[src/hdl/bkre_pkg.sv]
// bkre_pkg: shared types, constants and the usage-to-key-code table for the
// boot keyboard report to key event converter
// no dependencies
package bkre_pkg;

    // default number of key usage slots in one report
    localparam int KEY_SLOTS_DEF = 6;
    localparam int USAGE_W       = 8;
    localparam int CODE_W        = 7;

    // what one slot lane found for its new and its previous usage
    typedef struct packed {
        logic              press_hit;
        logic [CODE_W-1:0] press_code;
        logic              rel_hit;
        logic [CODE_W-1:0] rel_code;
    } t_lane_evt;

    // usage to set-1 key code, zero for unmapped usages
    function automatic logic [CODE_W-1:0] f_keymap(input logic [USAGE_W-1:0] usage);
        logic [CODE_W-1:0] code;
        case (usage)
            8'h04: code = 7'd30;
            8'h05: code = 7'd48;
            8'h06: code = 7'd46;
            8'h07: code = 7'd32;
            8'h08: code = 7'd18;
            8'h09: code = 7'd33;
            8'h0A: code = 7'd34;
            8'h0B: code = 7'd35;
            8'h0C: code = 7'd23;
            8'h0D: code = 7'd36;
            8'h0E: code = 7'd37;
            8'h0F: code = 7'd38;
            8'h10: code = 7'd50;
            8'h11: code = 7'd49;
            8'h12: code = 7'd24;
            8'h13: code = 7'd25;
            8'h14: code = 7'd16;
            8'h15: code = 7'd19;
            8'h16: code = 7'd31;
            8'h17: code = 7'd20;
            8'h18: code = 7'd22;
            8'h19: code = 7'd47;
            8'h1A: code = 7'd17;
            8'h1B: code = 7'd45;
            8'h1C: code = 7'd21;
            8'h1D: code = 7'd44;
            8'h1E: code = 7'd2;
            8'h1F: code = 7'd3;
            8'h20: code = 7'd4;
            8'h21: code = 7'd5;
            8'h22: code = 7'd6;
            8'h23: code = 7'd7;
            8'h24: code = 7'd8;
            8'h25: code = 7'd9;
            8'h26: code = 7'd10;
            8'h27: code = 7'd11;
            8'h28: code = 7'd28;
            8'h29: code = 7'd1;
            8'h2A: code = 7'd14;
            8'h2B: code = 7'd15;
            8'h2C: code = 7'd57;
            8'h3A: code = 7'd59;
            8'h3B: code = 7'd60;
            8'h3C: code = 7'd61;
            8'h3D: code = 7'd62;
            8'h3E: code = 7'd63;
            8'h3F: code = 7'd64;
            8'h40: code = 7'd65;
            8'h41: code = 7'd66;
            8'h42: code = 7'd67;
            8'h43: code = 7'd68;
            8'h44: code = 7'd87;
            8'h45: code = 7'd88;
            8'h4F: code = 7'd77;
            8'h50: code = 7'd75;
            8'h51: code = 7'd80;
            8'h52: code = 7'd72;
            8'hE0: code = 7'd29;
            8'hE1: code = 7'd42;
            8'hE2: code = 7'd56;
            8'hE4: code = 7'd97;
            8'hE5: code = 7'd54;
            8'hE6: code = 7'd100;
            default: code = '0;
        endcase
        return code;
    endfunction

endpackage

[src/hdl/bkre_lane.sv]
// bkre_lane: one slot lane, checks its new and its previous usage against the
// other report and translates them
// depends on bkre_pkg
module bkre_lane #(
    parameter int KEY_SLOTS = bkre_pkg::KEY_SLOTS_DEF
) (
    input  logic [bkre_pkg::USAGE_W-1:0]                i_new_slot,
    input  logic [bkre_pkg::USAGE_W-1:0]                i_prev_slot,
    input  logic [KEY_SLOTS-1:0][bkre_pkg::USAGE_W-1:0] i_new_all,
    input  logic [KEY_SLOTS-1:0][bkre_pkg::USAGE_W-1:0] i_prev_all,
    output bkre_pkg::t_lane_evt                         o_evt
);
    import bkre_pkg::*;

    logic              new_held;
    logic              prev_kept;
    logic [CODE_W-1:0] new_code;
    logic [CODE_W-1:0] prev_code;

    // membership of the new usage in the old report and vice versa
    always_comb begin
        new_held  = 1'b0;
        prev_kept = 1'b0;
        for (int j = 0; j < KEY_SLOTS; j++) begin
            if (i_prev_all[j] == i_new_slot) new_held = 1'b1;
            if (i_new_all[j] == i_prev_slot) prev_kept = 1'b1;
        end
    end

    // table lookups
    assign new_code  = f_keymap(i_new_slot);
    assign prev_code = f_keymap(i_prev_slot);

    // lane result
    always_comb begin
        o_evt.press_hit  = (i_new_slot != '0) && !new_held && (new_code != '0);
        o_evt.press_code = new_code;
        o_evt.rel_hit    = (i_prev_slot != '0) && !prev_kept && (prev_code != '0);
        o_evt.rel_code   = prev_code;
    end

endmodule

[config.mk]
export PLATFORM = sky130hd
export DESIGN_NAME = bkre_lane
export DESIGN_NICKNAME = d
export VERILOG_FILES = /design/src/hdl/bkre_pkg.sv /design/src/hdl/bkre_lane.sv
export SDC_FILE = /design/constraint.sdc
export NUM_CORES = 1
export LEC_CHECK = 0
export BUFFER_PORTS_ARGS = -buffer_cell sky130_fd_sc_hd__buf_2
export CAP_MARGIN = 20
export CORE_AREA = 2 2 109 111
export DETAILED_ROUTE_END_ITERATION = 8
export DIE_AREA = 0 0 111 113
export PLACE_DENSITY = 0.47
export REMOVE_ABC_BUFFERS = 1
export SYNTH_ARGS = -nofsm -noshare
export SYNTH_HDL_FRONTEND = slang
export SYNTH_SLANG_ARGS = --single-unit
export TNS_END_PERCENT = 30
[constraint.sdc]
create_clock -name vclk -period 5.5
set_input_delay 0.275 -clock vclk [all_inputs]
set_output_delay 0.275 -clock vclk [all_outputs]
set_load 0.05 [all_outputs]
[Yosys cells after proc, flatten, opt, wreduce, memory -nomap -nowiden]
Memories as Yosys holds them, arrays and structs flattened.
Index checks and enable logic that the tools add are counted.
Word-level totals
  output and inout bits: 16
  bits in read-only memories: 3584
  word-level logic and storage cells: 36
  input bits: 112
  memories: 2
  bits in registers: 0
Memory list
  (no name shown): depth 256, bits a word 7, rd ports 1, clocked after Yosys merged registers in 0, wr ports 0, RTL line bkre_pkg.sv:22  | case (usage)
  (no name shown): depth 256, bits a word 7, rd ports 1, clocked after Yosys merged registers in 0, wr ports 0, RTL line bkre_pkg.sv:22
Cells by class
  multiplexer cells: 12
  reduce and logical (&&, ||, !) cells: 10
  equality and inequality tests: 12
Operators with widths (count)
  8-bit == test: 12
  8-bit nonzero test: 2
  7-bit nonzero test: 2
  1-bit 2-to-1 mux: 12
  1-bit logical AND: 4
  1-bit logical NOT: 2

[Longest topological paths before layout]
  depth in word-level cells: 10
  depth in mapped cells: 10
  mapped depth without buffers: 8

[Worst setup path before layout]
Ideal clock, no wire load.
  path kind: input port to output port
  from: input i_prev_slot[1] (netlist bit)
  to: output o_evt[7] (netlist bit)
  path slack: 1.341 ns
  cell stages on the path: 9
  arrival time: 3.884 ns
  path buffers: 1
  cell sequence: buf_1 -> inv_1 -> ha_1 -> mux2_2 -> a22oi_1 -> nor2_1 -> a21oi_1 -> o311ai_0 -> o41a_1
RTL lines
  start: declaration: RTL line bkre_lane.sv:8  | input logic [bkre_pkg::USAGE_W-1:0] i_prev_slot,
  end: declaration: RTL line bkre_lane.sv:11  | output bkre_pkg::t_lane_evt o_evt

==> impl_metrics.json <==
{
  "finalSetupViolCount": 0,
  "drtPass1Iterations": 5,
  "synth_area_leader_cell": "xnor2_1",
  "p_leak_nw": 1.58,
  "grt_pass1_vias": 3657,
  "crit_top_cell": "buf_2",
  "die_area_um2": 12500,
  "hold_slack_ps": 1300,
  "synth_area_per_cell_um2": 7.02,
  "crit_type": "input port to output pin",
  "layout-drive-gt1-share_pct": 26.1,
  "crit_fanout": 19,
  "grt_overflow": 0,
  "synthCells": 446,
  "ctsResizeCount": 0,
  "synth.yosys.warnings": 0,
  "slowest_delay_ps": 470,
  "min_path_type": "input port to output pin",
  "synth_cell_types": 61,
  "drtAntennaViolNets": 0,
  "maxSlewHeadroom_pct": 47.9,
  "place.port_buffers": 128,
  "wl_per_cell_um": 17.3,
  "synth_area_um2": 3130,
  "critPathSlowestCell": "or4_1",
  "hold_buffers": 0,
  "clkbuf_count": 0,
  "grt_setup_unrepaired": "no",
  "cp_data_arrival_time_ps": 3170,
  "dr_total_vias": 3764,
  "period_share_pct": 62.6,
  "fp.dieH_um": 113,
  "cp_cell_sequence": "buf_2 > inv_1 > ha_1 > or2_2 > o21ai_1 > nand3_1 > a221o_1 > or4_1 > o41a_1 > buf_2",
  "crit_required_ps": 5220,
  "fillers": 1192,
  "finalNetCount": 674,
  "initial_core_util_pct": 27.8,
  "fin_area_um2": 3750,
  "die_x_um": 111,
  "p_per_area_nw_per_um2": 85.8,
  "antenna_found_initial": 0,
  "tns_ps": 0,
  "gp_congestion": 0.868,
  "post_cts_buffers": 0,
  "final.min_clock_period_ps": 3440,
  "startpoint_type": "input port",
  "fmax_ghz": 0.291,
  "synthTopCellsByArea": "xnor2_1 16%, xor2_1 11%, ha_1 9.6%",
  "seqCellArea_um2": 0,
  "fin_util_pct": 33.3,
  "ioPinCount": 128,
  "grt_use_total_pct": 17.3,
  "finalWirelength_um": 11700,
  "grt_first_pass_wirelength_um": 18800,
  "grt_max_degree": 41,
  "ir_drop_mv": 0.0548,
  "critPathCaptureType": "output pin",
  "post-route-drc-count": 0,
  "antennaDiodeCount": 0,
  "dpl.hpwl_um": 8590,
  "drv_cap": 0,
  "synth_seq_area_share_pct": 0,
  "syn2layout_area_growth_pct": 19.9,
  "tightest_slew_ps": 781,
  "outcome": "finished, final reports clean",
  "via_per_inst": 5.54,
  "finalHoldViolations": 0,
  "core_um2": 11300,
  "synth.top_cell.area_share_pct": 16.2,
  "num_rows": 39,
  "post_dp_cell_area_um2": 3750,
  "seq_cell_count": 0,
  "holdPathStages": 4,
  "drv_slew": 0,
  "drt_iter0_markers": 264
}
-- cells by family (layout without fill, tap and decap cells) --
group / count (synthesis) / in the layout / share of synthesized area (%)
muxes: 12 / 12 / 4.79
AOI/OAI and AO/OA: 108 / 108 / 24.4
adders and majority gates: 24 / 24 / 9.59
and+or+nand+nor: 148 / 148 / 25.4
xor gates and xnor gates: 98 / 98 / 27.4
buffers and inverters: 56 / 146 / 8.43
-- per-stage QoR --
| step | worst slack, ps | instances | power, W |
|---|---|---|---|
| floorplan | 1580 | 408 | 0.000185 |
| global placement | 2100 | 679 | 0.000320 |
| detailed placement | 2080 | 679 | 0.000318 |
| CTS | 2070 | 679 | 0.000320 |
| global route | 1890 | 679 | 0.000350 |
| finish | 2060 | 679 | 0.000322 |
-- routing by layer --
metal | wire (µm) | global-route usage (%)
met4 | 199 | 3.50
met5 | 0 | 0
met2 | 5350 | 28.2
met1 | 5300 | 25.0
met3 | 867 | 1.55
-- synth_stat cells, drive strengths merged, types with 14 or more instances --
cell	n
nor4	15
o21ai	15
nand4	15
nand2	26
nand3	14
nor2	28
buf	30
xor2	40
a21oi	25
inv	18
xnor2	58
ha	24
-- final timing paths --
check,from,endpoint,slack (ps)
worst max-delay path,i_prev_slot[1],o_evt[7],2060
worst min-delay path,i_new_slot[7],o_evt[13],1300
-- power by group --
part           switching (W)  leakage (nW)  internal (W)
logic               0.000195          1.58      0.000127
registers                  0             0             0
clock network              0             0             0
total               0.000195          1.58      0.000127
-- cell usage in the layout, fill, tap and decap left out, types with 3 or more instances in the layout --
cell type  synthesis  layout
o211ai_1           5       5
nor4_1            15      15
nor3b_1            5       5
a311o_1            3       3
xor2_1            40      40
nand4_1           15      15
and3_1             3       3
a2111oi_0          3       3
a211oi_1           3       3
or3_1              3       3
inv_1             17      17
nand2b_1          10      10
a32oi_1            3       3
a21boi_0           3       3
a31oi_1            4       4
nor2b_1            9       9
a21oi_1           25      25
a22oi_1            5       5
xnor2_1           58      58
mux2_2             4       4
nor3_1             9       9
o22ai_1            7       7
buf_2             22     128
nor2_1            28      28
mux2i_1            6       6
ha_1              24      24
a221o_1            4       4
nand2_1           26      26
nor4b_1            3       3
o221ai_1           5       5
o31a_1             3       3
nand3_1           14      14
o21ai_0           13      13
-- critical path, delay by kind of cell --
kind,cells,cell delay (ps)
AOI/OAI and AO/OA,3,800
and+or+nand+nor,3,920
adders and majority gates,1,330
buffers and inverters,3,830
-- layout make-up --
type | count | area, µm² | share of cell area [%]
inverters | 18 | 67.6 | 1.80
multi-input cells | 390 | 2870 | 76.4
well taps | 143 | 179 | 4.77
repair buffers | 128 | 641 | 17.1
(Power assumes the default switching activity.)
