===== src/hdl/bkre_pkg.sv =====
// bkre_pkg: shared types, constants and the usage-to-key-code table for the
// boot keyboard report to key event converter
// no dependencies
package bkre_pkg;

    // default number of key usage slots in one report
    localparam int KEY_SLOTS_DEF = 6;
    localparam int USAGE_W       = 8;
    localparam int CODE_W        = 7;

    // what one slot lane found for its new and its previous usage
    typedef struct packed {
        logic              press_hit;
        logic [CODE_W-1:0] press_code;
        logic              rel_hit;
        logic [CODE_W-1:0] rel_code;
    } t_lane_evt;

    // usage to set-1 key code, zero for unmapped usages
    function automatic logic [CODE_W-1:0] f_keymap(input logic [USAGE_W-1:0] usage);
        logic [CODE_W-1:0] code;
        case (usage)
            8'h04: code = 7'd30;
            8'h05: code = 7'd48;
            8'h06: code = 7'd46;
            8'h07: code = 7'd32;
            8'h08: code = 7'd18;
            8'h09: code = 7'd33;
            8'h0A: code = 7'd34;
            8'h0B: code = 7'd35;
            8'h0C: code = 7'd23;
            8'h0D: code = 7'd36;
            8'h0E: code = 7'd37;
            8'h0F: code = 7'd38;
            8'h10: code = 7'd50;
            8'h11: code = 7'd49;
            8'h12: code = 7'd24;
            8'h13: code = 7'd25;
            8'h14: code = 7'd16;
            8'h15: code = 7'd19;
            8'h16: code = 7'd31;
            8'h17: code = 7'd20;
            8'h18: code = 7'd22;
            8'h19: code = 7'd47;
            8'h1A: code = 7'd17;
            8'h1B: code = 7'd45;
            8'h1C: code = 7'd21;
            8'h1D: code = 7'd44;
            8'h1E: code = 7'd2;
            8'h1F: code = 7'd3;
            8'h20: code = 7'd4;
            8'h21: code = 7'd5;
            8'h22: code = 7'd6;
            8'h23: code = 7'd7;
            8'h24: code = 7'd8;
            8'h25: code = 7'd9;
            8'h26: code = 7'd10;
            8'h27: code = 7'd11;
            8'h28: code = 7'd28;
            8'h29: code = 7'd1;
            8'h2A: code = 7'd14;
            8'h2B: code = 7'd15;
            8'h2C: code = 7'd57;
            8'h3A: code = 7'd59;
            8'h3B: code = 7'd60;
            8'h3C: code = 7'd61;
            8'h3D: code = 7'd62;
            8'h3E: code = 7'd63;
            8'h3F: code = 7'd64;
            8'h40: code = 7'd65;
            8'h41: code = 7'd66;
            8'h42: code = 7'd67;
            8'h43: code = 7'd68;
            8'h44: code = 7'd87;
            8'h45: code = 7'd88;
            8'h4F: code = 7'd77;
            8'h50: code = 7'd75;
            8'h51: code = 7'd80;
            8'h52: code = 7'd72;
            8'hE0: code = 7'd29;
            8'hE1: code = 7'd42;
            8'hE2: code = 7'd56;
            8'hE4: code = 7'd97;
            8'hE5: code = 7'd54;
            8'hE6: code = 7'd100;
            default: code = '0;
        endcase
        return code;
    endfunction

endpackage


===== src/hdl/bkre_merge.sv =====
// bkre_merge: collects the lane results of one report and hands the events out
// one per cycle while i_ev_ready allows, presses in slot order before releases
// depends on bkre_pkg
module bkre_merge #(
    parameter int KEY_SLOTS = bkre_pkg::KEY_SLOTS_DEF
) (
    input  logic                                i_clk,
    input  logic                                i_rst_n,
    input  logic                                i_load,
    input  bkre_pkg::t_lane_evt [KEY_SLOTS-1:0] i_evt,
    output logic                                o_can_load,
    output logic                                o_ev_valid,
    input  logic                                i_ev_ready,
    output logic [bkre_pkg::CODE_W-1:0]         o_ev_code,
    output logic                                o_ev_press,
    output logic                                o_ev_last
);
    import bkre_pkg::*;

    localparam int EVTS = 2 * KEY_SLOTS;

    logic [EVTS-1:0]             r_pend_vld, n_pend_vld;
    logic [EVTS-1:0][CODE_W-1:0] r_pend_code, n_pend_code;
    logic                        r_out_vld, n_out_vld;
    logic [CODE_W-1:0]           r_out_code, n_out_code;
    logic                        r_out_press, n_out_press;
    logic                        r_out_last, n_out_last;

    logic                        out_load;
    logic [EVTS-1:0]             pick;
    logic [EVTS-1:0]             rest;
    logic [CODE_W-1:0]           pick_code;
    logic [EVTS-1:0]             evt_vld;
    logic [EVTS-1:0][CODE_W-1:0] evt_code;

    // lay the lanes out as presses first, then releases
    always_comb begin
        for (int i = 0; i < KEY_SLOTS; i++) begin
            evt_vld[i]             = i_evt[i].press_hit;
            evt_code[i]            = i_evt[i].press_code;
            evt_vld[KEY_SLOTS+i]   = i_evt[i].rel_hit;
            evt_code[KEY_SLOTS+i]  = i_evt[i].rel_code;
        end
    end

    // lowest pending event and what is left behind it
    assign out_load = !r_out_vld || i_ev_ready;
    assign pick     = r_pend_vld & (~r_pend_vld + {{(EVTS-1){1'b0}}, 1'b1});
    assign rest     = r_pend_vld & ~pick;

    always_comb begin
        pick_code = '0;
        for (int j = 0; j < EVTS; j++) begin
            pick_code = pick_code | ({CODE_W{pick[j]}} & r_pend_code[j]);
        end
    end

    // a new report may enter once the pending events drain this cycle
    assign o_can_load = (r_pend_vld == '0) || ((rest == '0) && out_load);

    // next state of pending store and output register
    always_comb begin
        n_pend_vld  = r_pend_vld;
        n_pend_code = r_pend_code;
        n_out_vld   = r_out_vld;
        n_out_code  = r_out_code;
        n_out_press = r_out_press;
        n_out_last  = r_out_last;
        if (out_load) begin
            n_out_vld   = |r_pend_vld;
            n_out_code  = pick_code;
            n_out_press = |pick[KEY_SLOTS-1:0];
            n_out_last  = (rest == '0);
            n_pend_vld  = rest;
        end
        if (i_load) begin
            n_pend_vld  = evt_vld;
            n_pend_code = evt_code;
        end
    end

    // control state
    always_ff @(posedge i_clk) begin
        if (!i_rst_n) begin
            r_pend_vld <= '0;
            r_out_vld  <= 1'b0;
        end else begin
            r_pend_vld <= n_pend_vld;
            r_out_vld  <= n_out_vld;
        end
    end

    // payload
    always_ff @(posedge i_clk) begin
        r_pend_code <= n_pend_code;
        r_out_code  <= n_out_code;
        r_out_press <= n_out_press;
        r_out_last  <= n_out_last;
    end

    assign o_ev_valid = r_out_vld;
    assign o_ev_code  = r_out_code;
    assign o_ev_press = r_out_press;
    assign o_ev_last  = r_out_last;

endmodule


===== config.mk =====
export PLATFORM = sky130hd
export DESIGN_NAME = bkre_merge
export DESIGN_NICKNAME = d
export VERILOG_FILES = /design/src/hdl/bkre_pkg.sv /design/src/hdl/bkre_merge.sv
export SDC_FILE = /design/constraint.sdc
export NUM_CORES = 1
export LEC_CHECK = 0
export CAP_MARGIN = 5
export CORE_MARGIN = 2
export CORE_UTILIZATION = 41
export DETAILED_ROUTE_END_ITERATION = 6
export DONT_BUFFER_PORTS = 1
export GPL_TIMING_DRIVEN = 0
export PLACE_DENSITY = 0.52
export SYNTH_ARGS = -nofsm -noshare
export SYNTH_HDL_FRONTEND = slang
export SYNTH_SLANG_ARGS = --single-unit
export TNS_END_PERCENT = 20

===== constraint.sdc =====
create_clock -name i_clk -period 2.05 [get_ports i_clk]
set_input_delay 0.205 -clock i_clk [delete_from_list [all_inputs] [get_ports i_clk]]
set_output_delay 0.205 -clock i_clk [all_outputs]
set_load 0.02 [all_outputs]

# [Word-level counts from Yosys, hierarchy flattened]
# Cells that the tools add are included.
[op_classes] add_sub_neg=1 muxes=2 bitwise_logic=27 reduce_logical=9
[ops] cell="$and A7 B7 Y7" count=12
[ops] cell="$or A7 B7 Y7" count=11
[ops] cell="$and A12 B12 Y12" count=2
[ops] cell="$logic_not A12 Y1" count=2
[ops] cell="$mux W12" count=2
[ops] cell="$not A12 Y12" count=2
[ops] cell="$add A12 B1 Y12 const B" count=1
[ops] cell="$reduce_or A12 Y1" count=1
[ops] cell="$reduce_or A6 Y1" count=1
[ops] cell="$logic_or A1 B1 Y1" count=2
[ops] cell="$reduce_bool A2 Y1" count=1
[ops] cell="$logic_and A1 B1 Y1" count=1
[ops] cell="$logic_not A1 Y1" count=1
[totals] register_bits=106 output_inout_bits=11

# [Logic depth before layout (Yosys ltp)]
[depth] ltp_word=15 depth_mapped=6 depth_no_buf=6

# [Worst setup path before layout]
# No wires, ideal clock.
[synth_path] path_kind="register -> output" from="register r_pend_vld[3]" to="output o_can_load" arrival_time_ns=1.459 required_time_ns=1.845 setup_slack_ns=0.386 path_stages_with_launch=6 path_buffers=1 cell_sequence="dfxtp_1 > buf_6 > or4_4 > a211oi_2 > a31oi_1 > o211ai_2"
[synth_via] elab_chain_len=8 elab_cells_between_ends=9 classes_between="add/sub (1); bitwise (4); reduce/logical (4)"
[synth_rtl] element="start: declaration" line_no="bkre_merge.sv:22" source="logic [EVTS-1:0] r_pend_vld, n_pend_vld;"
[synth_rtl] element="start signal: assignment" line_no="bkre_merge.sv:88" source="r_pend_vld <= n_pend_vld;"
[synth_rtl] element="$not A12 Y12" line_no="bkre_merge.sv:48" source="assign pick = r_pend_vld & (~r_pend_vld + {{(EVTS-1){1'b0}}, 1'b1});"
[synth_rtl] element="$add A12 B1 Y12" line_no="bkre_merge.sv:48"
[synth_rtl] element="$and A12 B12 Y12" line_no="bkre_merge.sv:48"
[synth_rtl] element="$not A12 Y12" line_no="bkre_merge.sv:49" source="assign rest = r_pend_vld & ~pick;"
[synth_rtl] element="$and A12 B12 Y12" line_no="bkre_merge.sv:49"
[synth_rtl] element="$logic_not A12 Y1" line_no="bkre_merge.sv:59" source="assign o_can_load = (r_pend_vld == '0) || ((rest == '0) && out_load);"
[synth_rtl] element="$logic_and A1 B1 Y1" line_no="bkre_merge.sv:59"
[synth_rtl] element="$logic_or A1 B1 Y1 (*)" line_no="bkre_merge.sv:59"
[synth_rtl] element="end: declaration" line_no="bkre_merge.sv:11" source="output logic o_can_load,"
# Every way passes the cells marked *; elsewhere a longest branch is shown, timed or not.

# [Worst setup path in the final report]
[layout_path] from="register r_pend_vld[2]" to="output o_can_load"
# Same word-level chain as after synthesis.

==> results.json <==
{
  "synth_area_leaders": "edfxtp_1 (67%), dfxtp_1 (6.2%), a22oi_1 (5.0%)",
  "die_w_um": 105,
  "p_sw_frac": 0.255,
  "postLayoutCoreUtil": 0.560,
  "synthArstFlopShare": 0,
  "comb_power_share": 0.111,
  "synth_cell_types": 38,
  "maxSlewViolCount": 0,
  "whs_ns": -0.0819,
  "cts_root_buffer": "clkbuf_8",
  "synthesis.nets": 396,
  "hold_depth": 0,
  "ctsHoldBuffers": 88,
  "ant_nets": 0,
  "multi_input_area_mm2": 0.00110,
  "num_vias": 2736,
  "finClkSkew_ns": 0.00766,
  "max_slew_margin": 0.578,
  "fill_cells": 824,
  "ir_drop_mv": 0.598,
  "intPower_mw": 3.28,
  "hold_path_startpoint": "i_load",
  "via_per_inst": 5.09,
  "detailedPlace.worstSlack_ns": 0.0962,
  "synth_warnings": 0,
  "drt-pass1-iter-count": 4,
  "max_stage_delay_ns": 0.57,
  "finalHoldViolations": 84,
  "grt_overflow": 0,
  "cts.sinks": 106,
  "regToRegStartpoint": "r_pend_vld[5]$_SDFFE_PN0P_",
  "status": "complete, but fails checks",
  "post-route-period-util": 1.02,
  "core_region_area_mm2": 0.00986,
  "grt_use_total": 0.180,
  "regArea_mm2": 0.00307,
  "fin_nets": 500,
  "synth_edf_count": 93,
  "r2r-end": "o_ev_code[2]$_DFFE_PP_",
  "critPathCaptureType": "output pin",
  "yosysMostFrequentCell": "edfxtp_1",
  "routedWlPerCell_um": 17.8,
  "start_util": 0.426,
  "wl_um": 9600,
  "numCtsBuffers": 9,
  "row_count": 36,
  "grt_pass1_vias": 2808,
  "setup_ws_ns": -0.0337,
  "n_antenna_cell": 0,
  "ys_seq_elements": 106,
  "clockBufferDepth": 2,
  "cp.depth": 4,
  "criticalPathCategory": "reg -> out",
  "avgSynthCellArea_um2": 14.2,
  "cpLargestDelayFamily": "simple AND/OR/NAND/NOR gates",
  "routabilityCongestion": 0.834,
  "setup_violations": 1,
  "path_cells": "or4_4, a211oi_4, a31oi_2, o211ai_4",
  "arrival_ns": 1.88,
  "clk_latency_ns": 0.39,
  "min_to": "r_pend_code[52]$_DFFE_PP_",
  "cts-htree-levels": 3,
  "port_buffers": 0,
  "path_buf_inv": 0,
  "clkPwrFrac": 0.283,
  "finalNonFillerCells": 538,
  "area_growth_pct": 31.7,
  "worst_pin_slew_ns": 0.632,
  "fin_crit_ns": 2.08,
  "grt_pass1_wl_um": 14800,
  "dieArea_mm2": 0.0111,
  "leakagePower_nw": 1.92,
  "switchingPower_mw": 1.12,
  "synth_cells": 296,
  "clk_pin_slew_worst_paths_ns": 0.10,
  "netlist_area_mm2": 0.00420,
  "drc": 0,
  "netlist_top_cells_count": "edfxtp_1 (93), nand2_1 (29), a22oi_1 (28), nor2_1 (19), o21ai_0 (17)",
  "cts_tree": "yes",
  "die_h_um": 105,
  "drive_gt1_frac": 0.109,
  "seq_area_frac_synth": 0.727,
  "grt_max_degree": 91,
  "io_pins": 111,
  "power.density_mw_per_mm2": 797,
  "cp.required_ns": 1.85,
  "drt_iter0_drc": 151,
  "failed_checks": "hold timing, setup timing",
  "fin_tns_setup_ns": -0.0337,
  "hold_class": "in -> reg",
  "critPathLaunchType": "flip-flop",
  "ys.flop_type": "edfxtp_1",
  "synth_top_cell_area_share": 0.665,
  "antenna_found_initial": 0,
  "crit_path_max_fanout": 3,
  "rr_worst_depth": 6,
  "drv_cap": 0,
  "rsz0062_at_grt": "true",
  "post-dp-hpwl_um": 6200,
  "yosys.area.top_type": "edfxtp_1",
  "dp.cells": 429,
  "ff2ff_setup_slack_ns": 0.08,
  "fmax_ghz": 0.480,
  "power_frac_seq": 0.606,
  "critPathSlowestCell": "or4_4"
}
## logic make-up (layout without fill, tap and decap cells)
family,after synthesis,count (layout),share of synthesized area
simple gates,76,76,0.0900
compound gates,96,96,0.161
fa+ha+maj,1,1,0.00238
flops,106,106,0.727
buf+inv,17,126,0.0194
## power groups by stage
stage / clock network (mW) / registers (mW) / logic [mW]
floorplan: 0 / 2.70 / 0.240
global placement: 0 / 2.72 / 0.317
detailed placement: 0 / 2.73 / 0.320
CTS: 1.30 / 2.67 / 0.467
global route: 1.37 / 2.69 / 0.537
finish: 1.25 / 2.67 / 0.488
## sequential cells by signal (all words and copies together), names as in the netlist
signal	count
o_ev_code	7
o_ev_press	1
o_ev_valid	1
r_pend_code	84
o_ev_last	1
r_pend_vld	12
## metrics by stage
| step | power [mW] | instance area [um2] | hold WS, ns |
|---|---|---|---|
| 2_1_floorplan | 2.94 | 4200 | 0.304 |
| 3_3_place_gp | 3.04 | 4360 | 0.304 |
| 3_5_place_dp | 3.05 | 4360 | 0.304 |
| 4_1_cts | 4.43 | 5480 | -0.0994 |
| 5_1_grt | 4.59 | 5530 | -0.116 |
| 6_report | 4.41 | 5530 | -0.0819 |
## metal layers
metal / wire length (um) / GRT usage
met1: 4210 / 0.235
met2: 4500 / 0.267
met3: 612 / 0.0705
met4: 275 / 0.0771
met5: 0 / 0
## worst max path at each step
| stage | startpoint | endpoint | slack (ns) |
|---|---|---|---|
| 6_report | r_pend_vld[2]$_SDFFE_PN0P_ | o_can_load | -0.03 |
| 5_1_grt | r_pend_vld[2]$_SDFFE_PN0P_ | o_can_load | -0.13 |
| 4_1_cts | r_pend_vld[2]$_SDFFE_PN0P_ | o_can_load | -0.16 |
| 3_5_place_dp | r_pend_vld[5]$_SDFFE_PN0P_ | o_ev_code[2]$_DFFE_PP_ | 0.1 |
| 3_3_place_gp | r_pend_vld[5]$_SDFFE_PN0P_ | o_ev_code[3]$_DFFE_PP_ | 0.09 |
| 2_1_floorplan | r_pend_vld[3]$_SDFFE_PN0P_ | o_can_load | 0.39 |
## final cells by class
type / instances / share of cell area
buffer: 14 / 0.0118
timing repair buffer: 94 / 0.168
sequential: 106 / 0.555
inverter: 2 / 0.00181
clock buffer: 9 / 0.0224
clock inverter: 7 / 0.0122
tap: 133 / 0.0301
multi-input combinational: 173 / 0.199
## what timing repair did
item | in CTS | in global routing
endpoints found under the setup margin | 1 | 4
pin swaps | 3 | 4
endpoints found under the hold margin | 172 | 84
resized for setup | 8 | 11
buffers inserted | 4 | 2
## layout by cell type (no fill, tap or decap), types with 4 or more instances in the layout
| cell | instances |
|---|---|
| and2_1 | 9 |
| a221oi_1 | 7 |
| nor2_1 | 19 |
| dfxtp_1 | 9 |
| o21ai_1 | 4 |
| nand2_1 | 29 |
| clkbuf_8 | 9 |
| dlygate4sd3_1 | 88 |
| a21oi_1 | 10 |
| o21ai_0 | 17 |
| nor2b_1 | 4 |
| a22o_1 | 7 |
| clkbuf_1 | 9 |
| o211ai_1 | 8 |
| buf_4 | 6 |
| edfxtp_1 | 93 |
| a22oi_1 | 28 |
(Power assumes the default switching activity.)
